===== config.mk =====
export PLATFORM = sky130hd
export DESIGN_NAME = power_mode_manager_flat
export DESIGN_NICKNAME = d
export VERILOG_FILES = /design/src/rtl/pmm_pkg.sv /design/src/rtl/pmm_req_if.sv /design/src/rtl/pmm_rsp_if.sv /design/src/rtl/pmm_csr.sv /design/src/rtl/pmm_state.sv /design/src/rtl/pmm_eval.sv /design/src/rtl/power_mode_manager.sv /design/src/flat_wrapper.sv
export SDC_FILE = /design/constraint.sdc
export NUM_CORES = 1
export LEC_CHECK = 0
export BUFFER_PORTS_ARGS = -buffer_cell sky130_fd_sc_hd__buf_2
export CORE_MARGIN = 10
export CORE_UTILIZATION = 50
export DETAILED_ROUTE_END_ITERATION = 6
export GPL_ROUTABILITY_DRIVEN = 1
export GPL_TIMING_DRIVEN = 1
export HOLD_SLACK_MARGIN = 0.12
export PLACE_DENSITY = 0.67
export SLEW_MARGIN = 5
export SYNTH_ARGS = -nofsm -noshare
export SYNTH_HDL_FRONTEND = slang
export SYNTH_SLANG_ARGS = --single-unit

===== constraint.sdc =====
create_clock -name clock -period 5.6 [get_ports clock]
set_clock_uncertainty 0.1 [all_clocks]
set_input_delay 0.84 -clock clock [delete_from_list [all_inputs] [get_ports clock]]
set_output_delay 0.84 -clock clock [all_outputs]
set_load 0.01 [all_outputs]

===== src/rtl/pmm_pkg.sv =====
// Package for the power mode manager: word and register types, codes,
// reset values and limits. No dependencies.

package pmm_pkg;

   localparam int DEFAULT_WAKE_SOURCES = 8;
   localparam int REQUIRED_SOURCES     = 3;
   localparam int REQUIRED_ATTEMPTS    = 100;
   localparam int FULL_PERCENT         = 100;
   localparam int CSR_ADDR_W           = 5;
   localparam int CSR_DATA_W           = 32;

   localparam logic [2:0] FUNC_ACTIVITY = 3'd0;
   localparam logic [2:0] FUNC_BATTERY  = 3'd1;
   localparam logic [2:0] FUNC_WIFI     = 3'd2;
   localparam logic [2:0] FUNC_WAKE     = 3'd3;
   localparam logic [2:0] FUNC_QUERY    = 3'd4;

   localparam logic [3:0] MODE_ACTIVE   = 4'd0;
   localparam logic [3:0] MODE_DIM      = 4'd1;
   localparam logic [3:0] MODE_GLANCE   = 4'd2;
   localparam logic [3:0] MODE_OFF      = 4'd3;
   localparam logic [3:0] MODE_THERMAL  = 4'd4;
   localparam logic [3:0] MODE_CHARGING = 4'd5;
   localparam logic [3:0] MODE_CRITICAL = 4'd6;
   localparam logic [3:0] MODE_LOW      = 4'd7;
   localparam logic [3:0] MODE_SAVER    = 4'd8;

   localparam logic [2:0] REG_IDLE_TO_DIM    = 3'd0;
   localparam logic [2:0] REG_DIM_TO_GLANCE  = 3'd1;
   localparam logic [2:0] REG_GLANCE_TO_OFF  = 3'd2;
   localparam logic [2:0] REG_CRITICAL       = 3'd3;
   localparam logic [2:0] REG_LOW            = 3'd4;
   localparam logic [2:0] REG_SAVER          = 3'd5;
   localparam logic [2:0] REG_MIN_TEMP       = 3'd6;
   localparam logic [2:0] REG_MAX_TEMP       = 3'd7;

   localparam logic [31:0] RESET_IDLE_TO_DIM   = 32'd30000;
   localparam logic [31:0] RESET_DIM_TO_GLANCE = 32'd10000;
   localparam logic [31:0] RESET_GLANCE_TO_OFF = 32'd20000;
   localparam logic [6:0]  RESET_CRITICAL      = 7'd5;
   localparam logic [6:0]  RESET_LOW           = 7'd15;
   localparam logic [6:0]  RESET_SAVER         = 7'd30;
   localparam logic signed [7:0] RESET_MIN_TEMP = 8'sd0;
   localparam logic signed [7:0] RESET_MAX_TEMP = 8'sd45;

   typedef struct packed {
      logic [2:0]         func;
      logic [31:0]        now_ms;
      logic               report_valid;
      logic signed [7:0]  report_temperature;
      logic               report_charging;
      logic               report_vbus;
      logic signed [7:0]  report_percent;
      logic               wifi_active;
      logic               heavy_session;
      logic [3:0]         wake_source;
      logic [15:0]        wake_attempts;
      logic [15:0]        wake_successes;
   } req_word_type;

   typedef struct packed {
      logic [3:0] mode;
      logic       wifi_allowed;
      logic       sleep_gate_open;
      logic       source_ignored;
   } rsp_word_type;

   typedef struct packed {
      logic [31:0]       dim_after_ms;
      logic [31:0]       glance_after_ms;
      logic [31:0]       off_after_ms;
      logic [32:0]       glance_limit;
      logic [33:0]       off_limit;
      logic [6:0]        critical_percent;
      logic [6:0]        low_percent;
      logic [6:0]        saver_percent;
      logic signed [7:0] min_safe_temperature;
      logic signed [7:0] max_safe_temperature;
   } cfg_type;

   typedef struct packed {
      logic [31:0]       last_activity_time;
      logic              battery_valid;
      logic signed [7:0] battery_temperature;
      logic              battery_charging;
      logic              battery_vbus;
      logic signed [7:0] battery_level;
      logic              wifi_session;
   } state_type;

endpackage


===== src/rtl/pmm_req_if.sv =====
// Request channel of the power mode manager: valid, ready and one event word.
// Depends on pmm_pkg.

interface pmm_req_if;
   import pmm_pkg::*;

   logic         valid;
   logic         ready;
   req_word_type word;

   modport source(output valid, output word, input ready);
   modport sink(input valid, input word, output ready);
endinterface


===== src/rtl/pmm_rsp_if.sv =====
// Response channel of the power mode manager: valid, ready and one result word.
// Depends on pmm_pkg.

interface pmm_rsp_if;
   import pmm_pkg::*;

   logic         valid;
   logic         ready;
   rsp_word_type word;

   modport source(output valid, output word, input ready);
   modport sink(input valid, input word, output ready);
endinterface


===== src/rtl/pmm_csr.sv =====
// Configuration registers of the power mode manager behind an APB-style port,
// with the idle timer limits kept as running sums. Depends on pmm_pkg.

module pmm_csr (
   input  logic                             clock,
   input  logic                             reset,
   input  logic                             psel,
   input  logic                             penable,
   input  logic                             pwrite,
   input  logic [pmm_pkg::CSR_ADDR_W-1:0]   paddr,
   input  logic [pmm_pkg::CSR_DATA_W-1:0]   pwdata,
   output logic [pmm_pkg::CSR_DATA_W-1:0]   prdata,
   output logic                             pready,
   output pmm_pkg::cfg_type                 cfg
);
   import pmm_pkg::*;

   cfg_type    cfg_ff;
   cfg_type    cfg_in;
   logic       wr_en;
   logic [2:0] reg_idx;

   assign pready  = 1'b1;
   assign wr_en   = psel && penable && pwrite;
   assign reg_idx = paddr[CSR_ADDR_W-1:2];
   assign cfg     = cfg_ff;

   always_comb begin
      cfg_in = cfg_ff;
      if (wr_en) begin
         unique case (reg_idx)
            REG_IDLE_TO_DIM:   cfg_in.dim_after_ms         = pwdata;
            REG_DIM_TO_GLANCE: cfg_in.glance_after_ms      = pwdata;
            REG_GLANCE_TO_OFF: cfg_in.off_after_ms         = pwdata;
            REG_CRITICAL:      cfg_in.critical_percent     = pwdata[6:0];
            REG_LOW:           cfg_in.low_percent          = pwdata[6:0];
            REG_SAVER:         cfg_in.saver_percent        = pwdata[6:0];
            REG_MIN_TEMP:      cfg_in.min_safe_temperature = $signed(pwdata[7:0]);
            REG_MAX_TEMP:      cfg_in.max_safe_temperature = $signed(pwdata[7:0]);
            default: ;
         endcase
      end
      cfg_in.glance_limit = {1'b0, cfg_in.dim_after_ms}
                          + {1'b0, cfg_in.glance_after_ms};
      cfg_in.off_limit    = {2'b00, cfg_in.dim_after_ms}
                          + {2'b00, cfg_in.glance_after_ms}
                          + {2'b00, cfg_in.off_after_ms};
   end

   always_ff @(posedge clock) begin
      if (reset) begin
         cfg_ff.dim_after_ms         <= RESET_IDLE_TO_DIM;
         cfg_ff.glance_after_ms      <= RESET_DIM_TO_GLANCE;
         cfg_ff.off_after_ms         <= RESET_GLANCE_TO_OFF;
         cfg_ff.glance_limit         <= {1'b0, RESET_IDLE_TO_DIM}
                                      + {1'b0, RESET_DIM_TO_GLANCE};
         cfg_ff.off_limit            <= {2'b00, RESET_IDLE_TO_DIM}
                                      + {2'b00, RESET_DIM_TO_GLANCE}
                                      + {2'b00, RESET_GLANCE_TO_OFF};
         cfg_ff.critical_percent     <= RESET_CRITICAL;
         cfg_ff.low_percent          <= RESET_LOW;
         cfg_ff.saver_percent        <= RESET_SAVER;
         cfg_ff.min_safe_temperature <= RESET_MIN_TEMP;
         cfg_ff.max_safe_temperature <= RESET_MAX_TEMP;
      end else begin
         cfg_ff <= cfg_in;
      end
   end

   always_comb begin
      prdata = '0;
      unique case (reg_idx)
         REG_IDLE_TO_DIM:   prdata = cfg_ff.dim_after_ms;
         REG_DIM_TO_GLANCE: prdata = cfg_ff.glance_after_ms;
         REG_GLANCE_TO_OFF: prdata = cfg_ff.off_after_ms;
         REG_CRITICAL:      prdata = {25'd0, cfg_ff.critical_percent};
         REG_LOW:           prdata = {25'd0, cfg_ff.low_percent};
         REG_SAVER:         prdata = {25'd0, cfg_ff.saver_percent};
         REG_MIN_TEMP:      prdata = {24'd0, cfg_ff.min_safe_temperature};
         REG_MAX_TEMP:      prdata = {24'd0, cfg_ff.max_safe_temperature};
         default: ;
      endcase
   end

endmodule


===== src/rtl/pmm_state.sv =====
// Event state of the power mode manager: activity time, battery report, wifi
// flag and wake-source counts, with the next state after the staged event.
// Depends on pmm_pkg.

module pmm_state #(
   parameter int WAKE_SOURCES = pmm_pkg::DEFAULT_WAKE_SOURCES
) (
   input  logic                                    clock,
   input  logic                                    reset,
   input  logic                                    advance,
   input  pmm_pkg::req_word_type                   item,
   output pmm_pkg::state_type                      next_state,
   output logic [pmm_pkg::REQUIRED_SOURCES-1:0]    verified,
   output logic                                    source_ignored
);
   import pmm_pkg::*;

   state_type   state_ff;
   state_type   state_in;
   logic [15:0] attempts_ff  [WAKE_SOURCES];
   logic [15:0] successes_ff [WAKE_SOURCES];
   logic [15:0] clamped;
   logic        wake_wr;

   assign source_ignored = (item.func == FUNC_WAKE)
                        && ({1'b0, item.wake_source} >= 5'(WAKE_SOURCES));
   assign wake_wr = advance && (item.func == FUNC_WAKE) && !source_ignored;
   assign clamped = (item.wake_successes > item.wake_attempts)
                  ? item.wake_attempts : item.wake_successes;

   always_comb begin
      state_in = state_ff;
      if (advance) begin
         case (item.func)
            FUNC_ACTIVITY: state_in.last_activity_time = item.now_ms;
            FUNC_BATTERY: begin
               state_in.battery_valid       = item.report_valid;
               state_in.battery_temperature = item.report_temperature;
               state_in.battery_charging    = item.report_charging;
               state_in.battery_vbus        = item.report_vbus;
               state_in.battery_level       = item.report_percent;
            end
            FUNC_WIFI: state_in.wifi_session = item.wifi_active;
            default: ;
         endcase
      end
   end

   assign next_state = state_in;

   always_ff @(posedge clock) begin
      if (reset) begin
         state_ff <= '0;
      end else begin
         state_ff <= state_in;
      end
   end

   always_ff @(posedge clock) begin
      if (reset) begin
         for (int i = 0; i < WAKE_SOURCES; i++) begin
            attempts_ff[i]  <= '0;
            successes_ff[i] <= '0;
         end
      end else begin
         for (int i = 0; i < WAKE_SOURCES; i++) begin
            if (wake_wr && (item.wake_source == 4'(i))) begin
               attempts_ff[i]  <= item.wake_attempts;
               successes_ff[i] <= clamped;
            end
         end
      end
   end

   for (genvar k = 0; k < REQUIRED_SOURCES; k++) begin : g_required
      if (k < WAKE_SOURCES) begin : g_present
         logic        hit;
         logic [15:0] att_next;
         logic [15:0] suc_next;
         assign hit      = wake_wr && (item.wake_source == 4'(k));
         assign att_next = hit ? item.wake_attempts : attempts_ff[k];
         assign suc_next = hit ? clamped : successes_ff[k];
         assign verified[k] = (att_next >= 16'(REQUIRED_ATTEMPTS))
                           && (suc_next == att_next);
      end else begin : g_absent
         assign verified[k] = 1'b0;
      end
   end

endmodule


===== src/rtl/pmm_eval.sv =====
// Result logic of the power mode manager: mode with battery priority over the
// idle timer, wifi permission and light-sleep gate. Depends on pmm_pkg.

module pmm_eval (
   input  pmm_pkg::cfg_type                        cfg,
   input  pmm_pkg::state_type                      state,
   input  logic [31:0]                             elapsed,
   input  logic                                    heavy_session,
   input  logic [pmm_pkg::REQUIRED_SOURCES-1:0]    verified,
   input  logic                                    source_ignored,
   output pmm_pkg::rsp_word_type                   result
);
   import pmm_pkg::*;

   logic [3:0]        idle_mode;
   logic signed [8:0] level;
   logic              at_critical;
   logic              at_low;
   logic              at_saver;
   logic              too_hot_cold;
   logic              powered;
   logic              level_known;

   assign level        = {state.battery_level[7], state.battery_level};
   assign at_critical  = level <= $signed({2'b00, cfg.critical_percent});
   assign at_low       = level <= $signed({2'b00, cfg.low_percent});
   assign at_saver     = level <= $signed({2'b00, cfg.saver_percent});
   assign too_hot_cold = (state.battery_temperature < cfg.min_safe_temperature)
                      || (state.battery_temperature > cfg.max_safe_temperature);
   assign powered      = state.battery_charging || state.battery_vbus;
   assign level_known  = state.battery_valid && !level[8]
                      && (level <= 9'sd100);

   always_comb begin
      if (elapsed < cfg.dim_after_ms) begin
         idle_mode = MODE_ACTIVE;
      end else if ({1'b0, elapsed} < cfg.glance_limit) begin
         idle_mode = MODE_DIM;
      end else if ({2'b00, elapsed} < cfg.off_limit) begin
         idle_mode = MODE_GLANCE;
      end else begin
         idle_mode = MODE_OFF;
      end
   end

   always_comb begin
      result.source_ignored  = source_ignored;
      result.sleep_gate_open = !state.wifi_session && (&verified);

      if (!state.battery_valid) begin
         result.mode = idle_mode;
      end else if (too_hot_cold) begin
         result.mode = MODE_THERMAL;
      end else if (powered) begin
         result.mode = MODE_CHARGING;
      end else if (at_critical) begin
         result.mode = MODE_CRITICAL;
      end else if (at_low) begin
         result.mode = MODE_LOW;
      end else if (at_saver) begin
         result.mode = MODE_SAVER;
      end else begin
         result.mode = idle_mode;
      end

      if (!level_known) begin
         result.wifi_allowed = !heavy_session;
      end else if (at_critical) begin
         result.wifi_allowed = 1'b0;
      end else if (powered) begin
         result.wifi_allowed = 1'b1;
      end else begin
         result.wifi_allowed = !heavy_session || !at_low;
      end
   end

endmodule


===== src/rtl/power_mode_manager.sv =====
// Power mode manager top level: input stage, event state, result logic and
// output register. Depends on pmm_pkg, pmm_req_if, pmm_rsp_if, pmm_csr,
// pmm_state and pmm_eval.
//
// Usage:
//   req_chan carries one event word (activity, battery report, wifi flag,
//   wake record or query) with a timestamp; rsp_chan returns one result word
//   per event: power mode, wifi permission, light-sleep gate and a flag for
//   a dropped wake record. Both use valid/ready; a word moves when both are
//   high at a rising clock edge.
//   A request is accepted into the input stage, and its result is registered
//   in the output register as the word leaves the input stage. One word per
//   cycle is sustained while rsp_chan.ready stays high: the input stage and
//   the output register each hold one word, and the event is applied to the
//   state as the word leaves the input stage. Elapsed idle time is taken at
//   acceptance against the state the previous word leaves.
//   When rsp_chan stalls, the output register holds its word, the input stage
//   fills, then req_chan.ready drops; nothing is lost.
//   Synchronous reset empties both stages, clears the event state and wake
//   counts and loads the default thresholds. Write the APB registers only
//   while no word is in flight.

module power_mode_manager #(
   parameter int WAKE_SOURCES = pmm_pkg::DEFAULT_WAKE_SOURCES
) (
   input  logic                             clock,
   input  logic                             reset,
   pmm_req_if.sink                          req_chan,
   pmm_rsp_if.source                        rsp_chan,
   input  logic                             psel,
   input  logic                             penable,
   input  logic                             pwrite,
   input  logic [pmm_pkg::CSR_ADDR_W-1:0]   paddr,
   input  logic [pmm_pkg::CSR_DATA_W-1:0]   pwdata,
   output logic [pmm_pkg::CSR_DATA_W-1:0]   prdata,
   output logic                             pready
);
   import pmm_pkg::*;

   cfg_type                     cfg;
   state_type                   next_state;
   logic [REQUIRED_SOURCES-1:0] verified;
   logic                        source_ignored;
   rsp_word_type                result;

   logic                        stage_valid_ff;
   logic                        stage_valid_in;
   req_word_type                stage_word_ff;
   logic [31:0]                 elapsed_ff;
   logic [31:0]                 elapsed_in;
   logic                        out_valid_ff;
   logic                        out_valid_in;
   rsp_word_type                out_word_ff;
   logic                        advance;
   logic                        accept;

   pmm_csr u_csr (
      .clock   (clock),
      .reset   (reset),
      .psel    (psel),
      .penable (penable),
      .pwrite  (pwrite),
      .paddr   (paddr),
      .pwdata  (pwdata),
      .prdata  (prdata),
      .pready  (pready),
      .cfg     (cfg)
   );

   pmm_state #(
      .WAKE_SOURCES (WAKE_SOURCES)
   ) u_state (
      .clock          (clock),
      .reset          (reset),
      .advance        (advance),
      .item           (stage_word_ff),
      .next_state     (next_state),
      .verified       (verified),
      .source_ignored (source_ignored)
   );

   pmm_eval u_eval (
      .cfg            (cfg),
      .state          (next_state),
      .elapsed        (elapsed_ff),
      .heavy_session  (stage_word_ff.heavy_session),
      .verified       (verified),
      .source_ignored (source_ignored),
      .result         (result)
   );

   assign advance        = stage_valid_ff && (!out_valid_ff || rsp_chan.ready);
   assign req_chan.ready = !stage_valid_ff || advance;
   assign accept         = req_chan.valid && req_chan.ready;

   // activity events restart the idle timer at zero
   assign elapsed_in = (req_chan.word.func == FUNC_ACTIVITY) ? 32'd0
                     : req_chan.word.now_ms - next_state.last_activity_time;

   assign stage_valid_in = accept || (stage_valid_ff && !advance);
   assign out_valid_in   = advance || (out_valid_ff && !rsp_chan.ready);

   always_ff @(posedge clock) begin
      if (reset) begin
         stage_valid_ff <= 1'b0;
         out_valid_ff   <= 1'b0;
      end else begin
         stage_valid_ff <= stage_valid_in;
         out_valid_ff   <= out_valid_in;
      end
   end

   always_ff @(posedge clock) begin
      if (accept) begin
         stage_word_ff <= req_chan.word;
         elapsed_ff    <= elapsed_in;
      end
      if (advance) begin
         out_word_ff <= result;
      end
   end

   assign rsp_chan.valid = out_valid_ff;
   assign rsp_chan.word  = out_word_ff;

endmodule


===== src/flat_wrapper.sv =====
// flat-port wrapper written by rule: the top's interface ports become plain ports
module power_mode_manager_flat import pmm_pkg::*;
#(
   parameter int WAKE_SOURCES = pmm_pkg::DEFAULT_WAKE_SOURCES
)
  (clock, reset, psel, penable, pwrite, paddr, pwdata, prdata, pready, req_chan_valid, req_chan_word, req_chan_ready, rsp_chan_valid, rsp_chan_word, rsp_chan_ready);
  pmm_req_if req_chan_i ();
  pmm_rsp_if rsp_chan_i ();
  input  logic clock;
  input  logic reset;
  input  logic psel;
  input  logic penable;
  input  logic pwrite;
  input  logic [pmm_pkg::CSR_ADDR_W-1:0] paddr;
  input  logic [pmm_pkg::CSR_DATA_W-1:0] pwdata;
  output logic [pmm_pkg::CSR_DATA_W-1:0] prdata;
  output logic pready;
  input wire logic [$bits(req_chan_i.valid)-1:0] req_chan_valid;
  input wire logic [$bits(req_chan_i.word)-1:0] req_chan_word;
  output wire logic [$bits(req_chan_i.ready)-1:0] req_chan_ready;
  output wire logic [$bits(rsp_chan_i.valid)-1:0] rsp_chan_valid;
  output wire logic [$bits(rsp_chan_i.word)-1:0] rsp_chan_word;
  input wire logic [$bits(rsp_chan_i.ready)-1:0] rsp_chan_ready;
  assign req_chan_i.valid = req_chan_valid;
  assign req_chan_i.word = req_chan_word;
  assign req_chan_ready = req_chan_i.ready;
  assign rsp_chan_valid = rsp_chan_i.valid;
  assign rsp_chan_word = rsp_chan_i.word;
  assign rsp_chan_i.ready = rsp_chan_ready;
  power_mode_manager #(.WAKE_SOURCES(WAKE_SOURCES)) u_core (.clock(clock), .reset(reset), .req_chan(req_chan_i), .rsp_chan(rsp_chan_i), .psel(psel), .penable(penable), .pwrite(pwrite), .paddr(paddr), .pwdata(pwdata), .prdata(prdata), .pready(pready));
endmodule

==> results.txt <==
Post-detailed-routing wire length: 74.3 mm
Inserted Clock Buffers: 53
Syn avg cell area: 9.89 um2
Period utilization: 89.0%
Syn_nets: 3186
Post-Syn Instances: 2776
Power Dens Cells: 270 mW/mm2
Placer Congestion: 0.931
Post-Syn Area: 0.0275 mm2
Fin nets: 3382
Gr ovfl total: 0
Clock transition at path regs: 60 ps
Outcome: complete, no violations
TritonCTS clock tree: built
Area post-placement: 0.0294 mm2
Post-synth top flop: dfxtp_1
Worst hold-check path type: in -> reg
CP startpoint kind: primary input
Slew margin rel.: 22.5%
Post-CTS setup buffer count: 0
Final hold violation count: 0
Fmax: 201 MHz
Tightest Pin Transition: 1130 ps
RSZ-0062 raised after global routing: false
Cell area after layout: 0.0311 mm2
Comb pwr share: 11.2%
Reg power frac: 46.7%
Leak: 13.8 nW
Pre-antenna DRT Iters: 5
Final Max Slew Viols: 0
Sequential element share of the synthesized area: 43.3%
Total track usage: 22.7%
Core ar.: 0.0541 mm2
Worst VDD drop: 0.000217 V
DR WL/cell: 20.0 um
Type of destination of the critical path: register
Data arrival time of the critical path: 5390 ps
# H-tree levels: 2
Required @ worst endpoint: 6000 ps
DIE WIDTH: 254 um
Clock root cell: clkbuf_16
Filler instances: 4648
Pin count of the biggest net entering global routing: 104
Dpl hpwl: 55.9 mm
Io pins: 178
First-iteration detailed-routing DRC count: 1348
Clock Latency Late Sink: 610 ps
Starting Density: 50.7%
First-pass GRT wire length: 115 mm
Initial antenna violation count: 2
Slowest CP cell: or3_2
Row cnt: 85
Clock sinks: 481
Setup_tns: 0 ps
DRC errors left: 0
Post-CTS Hold Fix Bufs: 0
Via count of the first global-routing pass: 21200
Max Cap Viol: 0
Pint: 6.28 mW
Fraction of layout cells with a size suffix above 1: 13.2%
Slowest stage delay, CP: 760 ps
Maximum fanout along the worst path: 14
Number of flops mapped to enable cells by yosys: 227
Longest Clk Path Bufs: 3
PostCTS Resize Cnt: 0
Via count: 20900
Delay-heaviest family, CP: compound AO/OA/AOI/OAI gates
Flops & latches, synth: 481
Die Span Y: 254 um
Final setup viols: 0
Cell Chain, Critical Path: buf_2 > clkinv_1 > nand4_1 > or3_2 > buf_4 > mux2i_1 > fa_1 > inv_1 > ha_1 > a211oi_1 > nand2_1 > a211oi_1 > o21ai_0 > o2111ai_1 > a31oi_1 > o22ai_1 > o22ai_1 > o21ba_2
Post-synth cell types: 90
Buf/Inv on CP: 4
Crit Path Category: in -> reg
Clk network pwr share: 42.1%
Routed Antenna Nets: 0
Net Sw Power: 2.12 mW
Post-DR vias/cell: 5.63
Minimum clock period: 4990 ps
Synth Warn #: 0
Die area: 0.0647 mm2
Port Buffers: 174
Ys async rst share: 0%
Sw frac: 25.2%
Area grow syn2layout: 13.4%
[flip-flops by register name, summed over array words and instances, names as in the netlist]
| signal | cells |
|---|---|
| u_core.elapsed_ff | 32 |
| u_core.rsp_chan.valid | 1 |
| u_core.rsp_chan.word | 7 |
| u_core.stage_valid_ff | 1 |
| u_core.stage_word_ff | 92 |
| u_core.u_csr.cfg | 200 |
| u_core.u_state.attempts_ff | 48 |
| u_core.u_state.state_ff | 52 |
| u_core.u_state.successes_ff | 48 |
[worst paths after layout]
check                              start                           to  slack (ps)  cells past startpoint
min                    req_chan_word[47]     u_core.stage_word_ff[47]         300                      1
max reg2reg        u_core.rsp_chan.valid        u_core.elapsed_ff[19]        1180                     16
max                             paddr[4]         u_core.u_csr.cfg[70]         610                     18
min reg2reg  u_core.u_state.state_ff[38]  u_core.u_state.state_ff[38]         390                      2
[stage by stage]
step	hold slack, ps	total power, mW	utilization, %	cells	setup slack (ps)
final	303	8.40	57.5	3712	613
after global routing	275	8.72	57.5	3712	451
after CTS	266	8.47	57.5	3711	709
after detailed placement	383	4.93	54.2	3613	83.5
after global placement	370	4.90	54.2	3613	145
after floorplan	356	4.57	-	2776	212
[layer usage]
metal | wire (um) | GRT usage, % | share of wire, % | vias to the layer above
met5 | 0 | 0 | 0 | -
met1 | 31900 | 28.5 | 43 | 10100
met2 | 35600 | 38.7 | 48 | 554
li1 | - | - | - | 10100
met3 | 4100 | 3.63 | 5.5 | 146
met4 | 2680 | 8.62 | 3.6 | 0
[power groups by stage]
| stage | logic [mW] | registers, mW | clock network [mW] |
|---|---|---|---|
| 3_5_place_dp | 0.932 | 4.00 | 0 |
| 4_1_cts | 0.940 | 3.92 | 3.61 |
| 5_1_grt | 1.05 | 3.93 | 3.74 |
| 2_1_floorplan | 0.617 | 3.95 | 0 |
| 6_report | 0.942 | 3.92 | 3.54 |
| 3_3_place_gp | 0.909 | 3.99 | 0 |
[worst register-to-register path: cells and delay by family, from the launching register on]
family                     cells  cell delay (ps)
muxes                          1              360
adders and majority gates      1              270
AOI/OAI and AO/OA              6             1690
buffers and inverters          1              280
and+or+nand+nor                7             1140
DFF                            1              300
[cell usage after synthesis, drive strengths merged, types with 23 or more instances]
library cell    n  share of area (%)
mux2i         187                6.8
a21o           73                2.0
o211ai         23               0.63
edfxtp        227                 25
nor3           48               0.91
nand2         110                1.5
mux2           38                1.6
and2           46                1.1
dfxtp         254                 19
xnor2          51                1.6
clkbuf         67               0.95
nor2          404                5.5
nor2b          31               0.72
fa             35                2.6
ha            239                 11
o21ai          86                1.6
buf            24               0.41
o21a           28               0.77
xor2           74                2.4
nand3          41               0.77
inv           279                3.8
a21oi         138                2.5
nand4          33               0.75
[area by class of cell]
type	count	area, um2	area share (%)
inverters	280	1050	3.38
repair buffers	232	1380	4.42
diodes	1	2.50	0.00804
clock inverters	22	185	0.595
well taps	696	871	2.80
clock buffers	76	1590	5.09
flip-flops and latches	481	11900	38.2
multi-input cells	1924	14200	45.5
[layout by cell type (no fill, tap or decap), types with 15 or more instances in the layout]
master,n
nand2b_1,21
buf_4,53
nor3_1,43
buf_2,173
mux2_2,38
a21oi_1,138
dfxtp_1,254
nor2_1,402
xnor2_1,51
o21ai_0,84
edfxtp_1,227
clkbuf_16,55
nor4_1,15
o21a_1,28
fa_1,35
inv_1,278
a21o_1,71
xor2_1,74
a31oi_1,20
nand2_1,109
ha_1,239
mux2i_1,187
and2_1,44
o211ai_1,23
nand4_1,33
nand3_1,40
nor2b_1,30
[kinds of logic (layout without fill, tap and decap cells)]
group	after synthesis	after routing	share of synthesized area, %
buffers and inverters	371	610	5.19
and+or+nand+nor	804	804	13.6
AOI/OAI and AO/OA	491	491	11.7
DFF	481	481	43.3
adders and majority gates	274	274	13.4
other	1	2	0.0137
muxes	229	229	8.70
xor gates and xnor gates	125	125	3.99
(Power assumes the default switching activity.)
